**src/hw/rtl/oom_pkg.sv**
```systemverilog
// ----------------------------------------------------------------------------
// Oligo overlap matrix package
// Shared constants, types and the overlap square table of the overlap matrix.
// ----------------------------------------------------------------------------
package oom_pkg;

   localparam int MAX_OLIGOS = 64;
   localparam int OLIGO_LEN  = 10;
   localparam int CHAR_W     = 8;
   localparam int OLIGO_W    = OLIGO_LEN * CHAR_W;
   localparam int IDX_W      = $clog2(MAX_OLIGOS);
   localparam int CNT_W      = $clog2(MAX_OLIGOS + 1);
   localparam int ROW_W      = 6;
   localparam int CMP_W      = ROW_W + 1;
   localparam int SHIFT_W    = 4;
   localparam int SQ_W       = 7;
   localparam int SUM_W      = 13;

   localparam logic [SHIFT_W-1:0] NO_OVERLAP = SHIFT_W'(OLIGO_LEN - 1);

   localparam logic OP_LOAD = 1'b0;
   localparam logic OP_ROW  = 1'b1;

   typedef enum logic [1:0] {
      ST_IDLE,
      ST_ERROR,
      ST_FETCH_A,
      ST_SCAN
   } state_type;

   typedef struct packed {
      logic               wr_en;
      logic [IDX_W-1:0]   wr_addr;
      logic [OLIGO_W-1:0] wr_data;
      logic [IDX_W-1:0]   rd_addr;
   } store_req_type;

   typedef struct packed {
      logic [SHIFT_W-1:0] shift;
      logic [SQ_W-1:0]    square;
   } overlap_type;

   function automatic logic [SQ_W-1:0] overlap_square(input logic [SHIFT_W-1:0] shift);
      logic [SQ_W-1:0] sq;
      case (shift)
         4'd0:    sq = 7'd81;
         4'd1:    sq = 7'd64;
         4'd2:    sq = 7'd49;
         4'd3:    sq = 7'd36;
         4'd4:    sq = 7'd25;
         4'd5:    sq = 7'd16;
         4'd6:    sq = 7'd9;
         4'd7:    sq = 7'd4;
         4'd8:    sq = 7'd1;
         default: sq = 7'd0;
      endcase
      return sq;
   endfunction

endpackage

```
**src/hw/rtl/oom_overlap_unit.sv**
```systemverilog
// ----------------------------------------------------------------------------
// Overlap unit
// Finds the least shift at which the suffix of A equals the prefix of B and
// looks up the overlap square. Used once per column of a row.
// ----------------------------------------------------------------------------
module oom_overlap_unit (
   input  logic [oom_pkg::OLIGO_W-1:0] oligo_a,
   input  logic [oom_pkg::OLIGO_W-1:0] oligo_b,
   output oom_pkg::overlap_type        result
);

   localparam int NUM_SHIFTS = oom_pkg::OLIGO_LEN - 1;

   logic [NUM_SHIFTS-1:0] match;
   logic [oom_pkg::SHIFT_W-1:0] shift;

   for (genvar s = 0; s < NUM_SHIFTS; s++) begin : g_cmp
      localparam int W = oom_pkg::CHAR_W * (NUM_SHIFTS - s);
      assign match[s] = (oligo_a[oom_pkg::OLIGO_W-1 -: W] == oligo_b[W-1:0]);
   end

   always_comb begin
      shift = oom_pkg::NO_OVERLAP;
      for (int s = NUM_SHIFTS - 1; s >= 0; s--) begin
         if (match[s]) begin
            shift = oom_pkg::SHIFT_W'(s);
         end
      end
   end

   assign result.shift  = shift;
   assign result.square = oom_pkg::overlap_square(shift);

endmodule
```
**config.mk**
```make
export PLATFORM = sky130hd
export DESIGN_NAME = oom_overlap_unit
export DESIGN_NICKNAME = d
export VERILOG_FILES = /design/src/hw/rtl/oom_pkg.sv /design/src/hw/rtl/oom_overlap_unit.sv
export SDC_FILE = /design/constraint.sdc
export NUM_CORES = 1
export LEC_CHECK = 0
export BUFFER_PORTS_ARGS = -buffer_cell sky130_fd_sc_hd__buf_2
export CORE_MARGIN = 5
export CORE_UTILIZATION = 40
export DETAILED_ROUTE_END_ITERATION = 12
export PLACE_DENSITY = 0.67
export SETUP_SLACK_MARGIN = 0.2
export SYNTH_ARGS = -nofsm -noshare
export SYNTH_HDL_FRONTEND = slang
export SYNTH_SLANG_ARGS = --single-unit
```
**constraint.sdc**
```tcl
create_clock -name vclk -period 2.84
set_input_delay 0.426 -clock vclk [all_inputs]
set_output_delay 0.426 -clock vclk [all_outputs]
set_load 0.03 [all_outputs]
```
Yosys cells after proc, flatten, opt, wreduce, memory -nomap -nowiden --
Memory sizes are Yosys's and may differ from the RTL's. Index checks and enable logic that the tools add are counted. W data, S select, Z words.
Storage, ports and cells: bits in registers 0, RAM bits 0, bits in read-only memories 96, output and inout port bits 11, latch bits 0, memories kept 1, logic and storage cells 19
Operators by class: $lt $le $gt $ge 0, bitwise logic cells 0, $mul 0, reduce and logical (&&, ||, !) cells 0, equality and inequality tests 9, muxes and demuxes 9, shift-type cells 0, add/subtract/negate cells 0, divide/modulo/power cells 0
Memory list:
- (name not given) | words 16, bits a word 6, rd ports 1, clocked after Yosys merged registers in 0, write ports 0, RTL line oom_pkg.sv:45 | case (shift)
Operators by type and width (number):
- $eq A72 B72 Y1 | 1
- $eq A64 B64 Y1 | 1
- $eq A56 B56 Y1 | 1
- $eq A48 B48 Y1 | 1
- $eq A40 B40 Y1 | 1
- $eq A32 B32 Y1 | 1
- $mux W4 | 8
- $eq A24 B24 Y1 | 1
- $eq A16 B16 Y1 | 1
- $eq A8 B8 Y1 | 1
- $mux W1 | 1

Logic depth before layout (Yosys ltp) --
Gate-level depths: netlist of the first run. An unclocked memory read counts as a cell.
word-level depth 11, mapped depth 8, gate-level depth less buffers 7

Worst setup path before layout of the first run --
OpenSTA, ideal clock, no wires.
path kind input-to-output, start point input port oligo_b[11] in the netlist's numbering, end point output port result[7] in the netlist's numbering, stages on the path 8, required time 2414 ps, path buffers 1, path slack 73 ps, arrival time 2341 ps, path through buf_2 xor2_1 nor4_1 nand4_1 a22o_1 a21boi_1 o21bai_2 a21boi_0
RTL lines:
- from (decl) | RTL line oom_overlap_unit.sv:8 | input logic [oom_pkg::OLIGO_W-1:0] oligo_b,
- to (decl) | RTL line oom_overlap_unit.sv:9 | output oom_pkg::overlap_type result

==> flow_metrics.tcl, run 1 <==
set metrics [dict create \
    path_class "input port to output port" \
    crit_path_max_fanout 8 \
    yosysSeqAreaShare 0 \
    startpoint_type "input port" \
    detail-route-antenna-nets 0 \
    power_frac_comb 1.000 \
    cpLargestDelayFamily "simple AND/OR/NAND/NOR gates" \
    clock_power_share 0 \
    placementRows 39 \
    ys_top_cells_by_area "xor2_1, xnor2_1, nor4_1, nand4_1, buf_2" \
    vdd_drop_max_uv 95.9 \
    crit_top_cell "nand4_1" \
    power_density_nw_per_um2 172 \
    hold_start "oligo_a[16]" \
    netlist-cell-type-count 27 \
    place_inst 936 \
    grt_setup_unrepaired "yes" \
    clkbuf_count 0 \
    netlist.area_leader.share 0.368 \
    area_delta_synth_final_pct 48.5 \
    drt_iter0_drc 450 \
    final-seq-area_um2 0 \
    fp.dieH_um 117 \
    grt_first_pass_wirelength_um 34200 \
    diodes 0 \
    drc_errors 0 \
    num_vias 5362 \
    timing.fmax_mhz 353 \
    p_sw_mw 0.640 \
    num-nets-final 962 \
    hpwl_um 20700 \
    post_drt_wl_per_cell_um 26.1 \
    core_um2 11300 \
    die_x_um 117 \
    maxCapViolCount 0 \
    syn_area_per_cell_um2 7.82 \
    worst_pin_slew_ns 0.487 \
    hold_class "input port to output port" \
    setup_violations 0 \
    relSlewSlack 0.672 \
    hold_path_end "result[7]" \
    grt_max_degree 10 \
    power_leakage_nw 2.82 \
    p_int_mw 0.528 \
    crit_buf_inv 3 \
    fin_cells 943 \
    yosys_warnings 0 \
    path_cells "buf_2, xnor2_1, nand4_1, nor4_2, buf_4, nand4_1, a21boi_2, o21bai_4, and3b_1, buf_6" \
    num_io_pins 171 \
    hold_depth 8 \
    max_stage_delay_ns 0.34 \
    dr.pass1.iters 5 \
    hold_buffers 0 \
    syn_area_um2 4570 \
    seq_cell_count 0 \
    cp_data_required_time_ns 2.41 \
    yosysTopAreaCell "xor2_1" \
    floorplan.initialDensity 0.403 \
    seqPwrFrac 0 \
    portBuffers 154 \
    min_period_ns 2.83 \
    antenna_found_initial 1 \
    drt-total-wl_um 24600 \
    layout-drive-gt1-share 0.431 \
    die_area_um2 13700 \
    netSwitchingFraction 0.548 \
    synthCells 584 \
    maxSlewViolCount 0 \
    outcome "finished, final reports clean" \
    grt_overflow_total 0 \
    power_mw 1.17 \
    slowest_stage "nor4_2" \
    synth_nets 744 \
    timing.final.crit_share 0.997 \
    final-hold-violation-count 0 \
    crit_start "oligo_b[11]" \
    crit_path_end_kind "output port" \
    arrival_ns 2.41 \
    routed_via_density 5.69 \
    grt_pass1_vias 5512 \
    gp_congestion 1.05 \
    grt_usage 0.346 \
]
==> final cells by class <==
type                       instances  area [um^2]
fill                            1061         4540
multi-input combinational        503         4440
tap                              143          179
timing repair buffer             297         2170
==> how the worst max path moves through the flow <==
stage	endpoint	slack, ns	depth (start not counted)
2_1_floorplan	result[2]	0.26	8
3_3_place_gp	result[3]	-0.23	9
3_5_place_dp	result[3]	-0.24	9
4_1_cts	result[2]	-0.0002	10
5_1_grt	result[3]	-0.07	10
6_report	result[3]	0.008	10
==> cells in the mapped netlist, types with 2 or more instances <==
cell type and number:
a22o_1 3, nand4_1 55, buf_4 15, clkbuf_1 16, nand2_1 7, buf_6 13
nor3_1 2, buf_2 37, xor2_1 192, xnor2_1 168, nor2_1 4, nor4_1 57
==> timing repair <==
item	CTS	global route
pin swaps	20	26
gates resized for setup	70	49
endpoints found under the setup margin	10	10
buffers inserted	4	3
==> power by group through the flow <==
stage / combinational [mW] / sequential, mW / clock (mW)
global placement: 1.04 / 0 / 0
global route: 1.21 / 0 / 0
floorplan: 0.607 / 0 / 0
detailed placement: 1.05 / 0 / 0
CTS: 1.10 / 0 / 0
finish: 1.17 / 0 / 0
==> per-layer routing <==
metal	part of all wire	global-route usage	routed length (um)	vias to the layer above
met5	0.00053	0	13	-
li1	-	-	-	2344
met4	0.067	0.190	1640	2
met2	0.46	0.558	11400	375
met1	0.37	0.443	9180	2541
met3	0.099	0.0519	2440	100
==> metrics by stage <==
stage	utilization	cell area, um^2	setup TNS (ns)	hold slack (ns)	setup WS (ns)
2_1_floorplan	-	4570	0	1.32	0.264
3_3_place_gp	0.545	6170	-1.47	1.62	-0.232
3_5_place_dp	0.545	6170	-1.69	1.62	-0.244
4_1_cts	0.576	6530	-0.000194	1.60	-0.000194
5_1_grt	0.599	6780	-0.152	1.65	-0.0721
6_report	0.599	6780	0	1.63	0.00807
==> cells by family after synthesis <==
family / synth area share
xor+xnor: 0.690
simple gates: 0.181
other cells: 0.000821
compound gates: 0.0175
buf+inv: 0.110
==> placed cells by master (no fill, tap or decap), drive strengths merged, types with 2 or more instances in the layout <==
cell type  netlist  layout
buf             65     296
xor2           192     192
xnor2          168     168
nor4            58      58
nand4           55      55
nand2            7       7
nor2             5       5
nor3             3       3
a22o             3       3
nand3            2       2
a21boi           2       2
o21bai           2       2
(Power assumes the default switching activity.)
==> run 2: changes to the inputs <==
- ABC_AREA: unset -> 1
- BUFFER_PORTS_ARGS: -buffer_cell sky130_fd_sc_hd__buf_2 -> unset
- DONT_BUFFER_PORTS: unset -> 1
- PLACE_DENSITY: 0.67 -> unset
- clock period: 2.84 -> 3.4 ns (I/O delays scaled with it)
==> run 2 against run 1 <==
Net effect: synthesized cell count increased by 99%; power decreased by 44%; critical path depth increased by 3; routed wire length increased by 16%; critical path type unchanged; highest routed layer is now met4.
==> flow_metrics.tcl, run 2 <==
set metrics [dict create \
    outcome "finished, final reports clean" \
    path_cells "inv_2, nand2_1, nand2_1, nor3b_1, nand4_1, nor2_1, nand3_1, nor2_1, inv_1, nand2_2, buf_4, nand2_1, nand2_1" \
    maxSlewViolCount 0 \
    die_x_um 131 \
    die_area_um2 17200 \
    timing.final.crit_share 0.855 \
    grtUsageMet3 0.0680 \
    area_delta_synth_final_pct -5.14 \
    core_um2 14500 \
    fin_area_um2 5570 \
    placementRows 44 \
    fin_cells 1268 \
    hold_buffers 0 \
    busiest_layer "met2" \
    routed_via_density 5.54 \
    final_cell_mix "nand2_1, nor2_1, xor2_1" \
    postPlaceCellArea_um2 5570 \
    crit_start "oligo_a[56]" \
    worst_pin_slew_ns 0.557 \
    power_leakage_nw 2.73 \
    final-seq-area_um2 0 \
    antenna_found_initial 0 \
    clkbuf_count 0 \
    relSlewSlack 0.626 \
    arrival_ns 2.40 \
    synthCells 1160 \
    floorplan.initialDensity 0.405 \
    syn_area_um2 5870 \
    drt-total-wl_um 28500 \
    power_frac_comb 1.000 \
    path_class "input port to output port" \
    p_int_mw 0.252 \
    seqPwrFrac 0 \
    power_density_nw_per_um2 117 \
    yosys_warnings 0 \
    layout_commonest_cell "nand2_1" \
    netSwitchingFraction 0.612 \
    diodes 0 \
    timing.fmax_mhz 344 \
    gp_congestion 1.03 \
    slowest_stage "nor3b_1" \
    crit_path_end_kind "output port" \
    seq_cell_count 0 \
    ys_top_cells_by_area "nand2_1, xor2_1, xnor2_1, nor2_1, nand4_1" \
    setup_violations 0 \
    netlist-cell-type-count 34 \
    cpLargestDelayFamily "simple AND/OR/NAND/NOR gates" \
    maxCapViolCount 0 \
    vdd_drop_max_uv 42.0 \
    yosysTopAreaCell "nand2_1" \
    multi_input_area_um2 4890 \
    met2_usage 0.495 \
    hpwl_um 24100 \
    syn_area_per_cell_um2 5.06 \
    place_inst 1268 \
    hold_start "oligo_a[72]" \
    portBuffers 0 \
    num_vias 7019 \
    drt_iter0_drc 1010 \
    setup_tns_ns 0 \
    hold_class "input port to output port" \
    cts_setup_buffers 0 \
    num_io_pins 171 \
    max_stage_delay_ns 0.34 \
    synth_nets 1320 \
    layout-drive-gt1-share 0.0249 \
    netlist.area_leader.share 0.297 \
    holdWs_ns 1.63 \
    fp.dieH_um 131 \
    yosys.cell_count.top_type "nand2_1" \
    met1_usage 0.424 \
    drc_errors 0 \
    cts_resized 0 \
    crit_top_cell "nand2_1" \
    yosysSeqAreaShare 0 \
    min_period_ns 2.91 \
    grt_pass1_vias 6285 \
    crit_buf_inv 3 \
    grt_max_degree 12 \
    post_drt_wl_per_cell_um 22.5 \
    grt_setup_unrepaired "no" \
    cp_data_required_time_ns 2.89 \
    p_sw_mw 0.398 \
    detail-route-antenna-nets 0 \
    post_synth_most_frequent_cells "nand2_1, nor2_1, xor2_1" \
    num-nets-final 1246 \
    grt_first_pass_wirelength_um 41500 \
    clock_power_share 0 \
    fillers 1752 \
    grt_usage 0.307 \
    grt_overflow_total 0 \
    final-hold-violation-count 0 \
    dr.pass1.iters 6 \
    crit_path_max_fanout 8 \
    startpoint_type "input port" \
]
## run 2: cell types whose count changed after synthesis, sizes merged, moves of 6 or more
cell	previous run	this run
or2	0	8
clkbuf	16	2
nor3b	0	6
a21oi	1	13
nor2	5	144
nand2	7	466
buf	65	77
o21ai	0	14
nor4	58	0
xnor2	168	74
nand3	2	24
nor3	3	38
xor2	192	102
inv	0	113
## run 2: cell families (layout without fill, tap and decap cells)
family | after synthesis | count (layout) | share of synthesized area
AND/OR/NAND/NOR | 760 | 760 | 0.542
buffers and inverters | 192 | 116 | 0.167
XOR/XNOR | 176 | 176 | 0.263
AO/OA/AOI/OAI | 31 | 31 | 0.0279
other | 1 | 1 | 0.000639
## run 2: stage by stage
stage / utilization / power, mW / setup slack [ns]
3_3_place_gp: 0.385 / 0.626 / 0.526
2_1_floorplan: - / 0.590 / 0.819
4_1_cts: 0.385 / 0.629 / 0.525
3_5_place_dp: 0.385 / 0.625 / 0.528
6_report: 0.385 / 0.649 / 0.493
5_1_grt: 0.385 / 0.701 / 0.435
## run 2: per-layer routing
metal,vias up,part of all wire
li1,3377,-
met1,3142,0.41
met2,458,0.44
met3,42,0.13
met4,0,0.025
met5,-,0
## run 2: area by class of cell
type	instances	area share
Timing Repair Buffer	3	0.00404
Tap cell	184	0.0413
Inverter	113	0.0762
Multi-Input combinational cell	968	0.878
## run 2: final timing paths
kind	to	slack, ns	cells past startpoint
max	result[4]	0.49	13
min	result[4]	1.63	7
## run 2: power groups by stage
stage               combinational, mW  clock, mW  sequential [mW]
finish                          0.649          0                0
global route                    0.701          0                0
CTS                             0.629          0                0
detailed placement              0.625          0                0
global placement                0.626          0                0
floorplan                       0.590          0                0
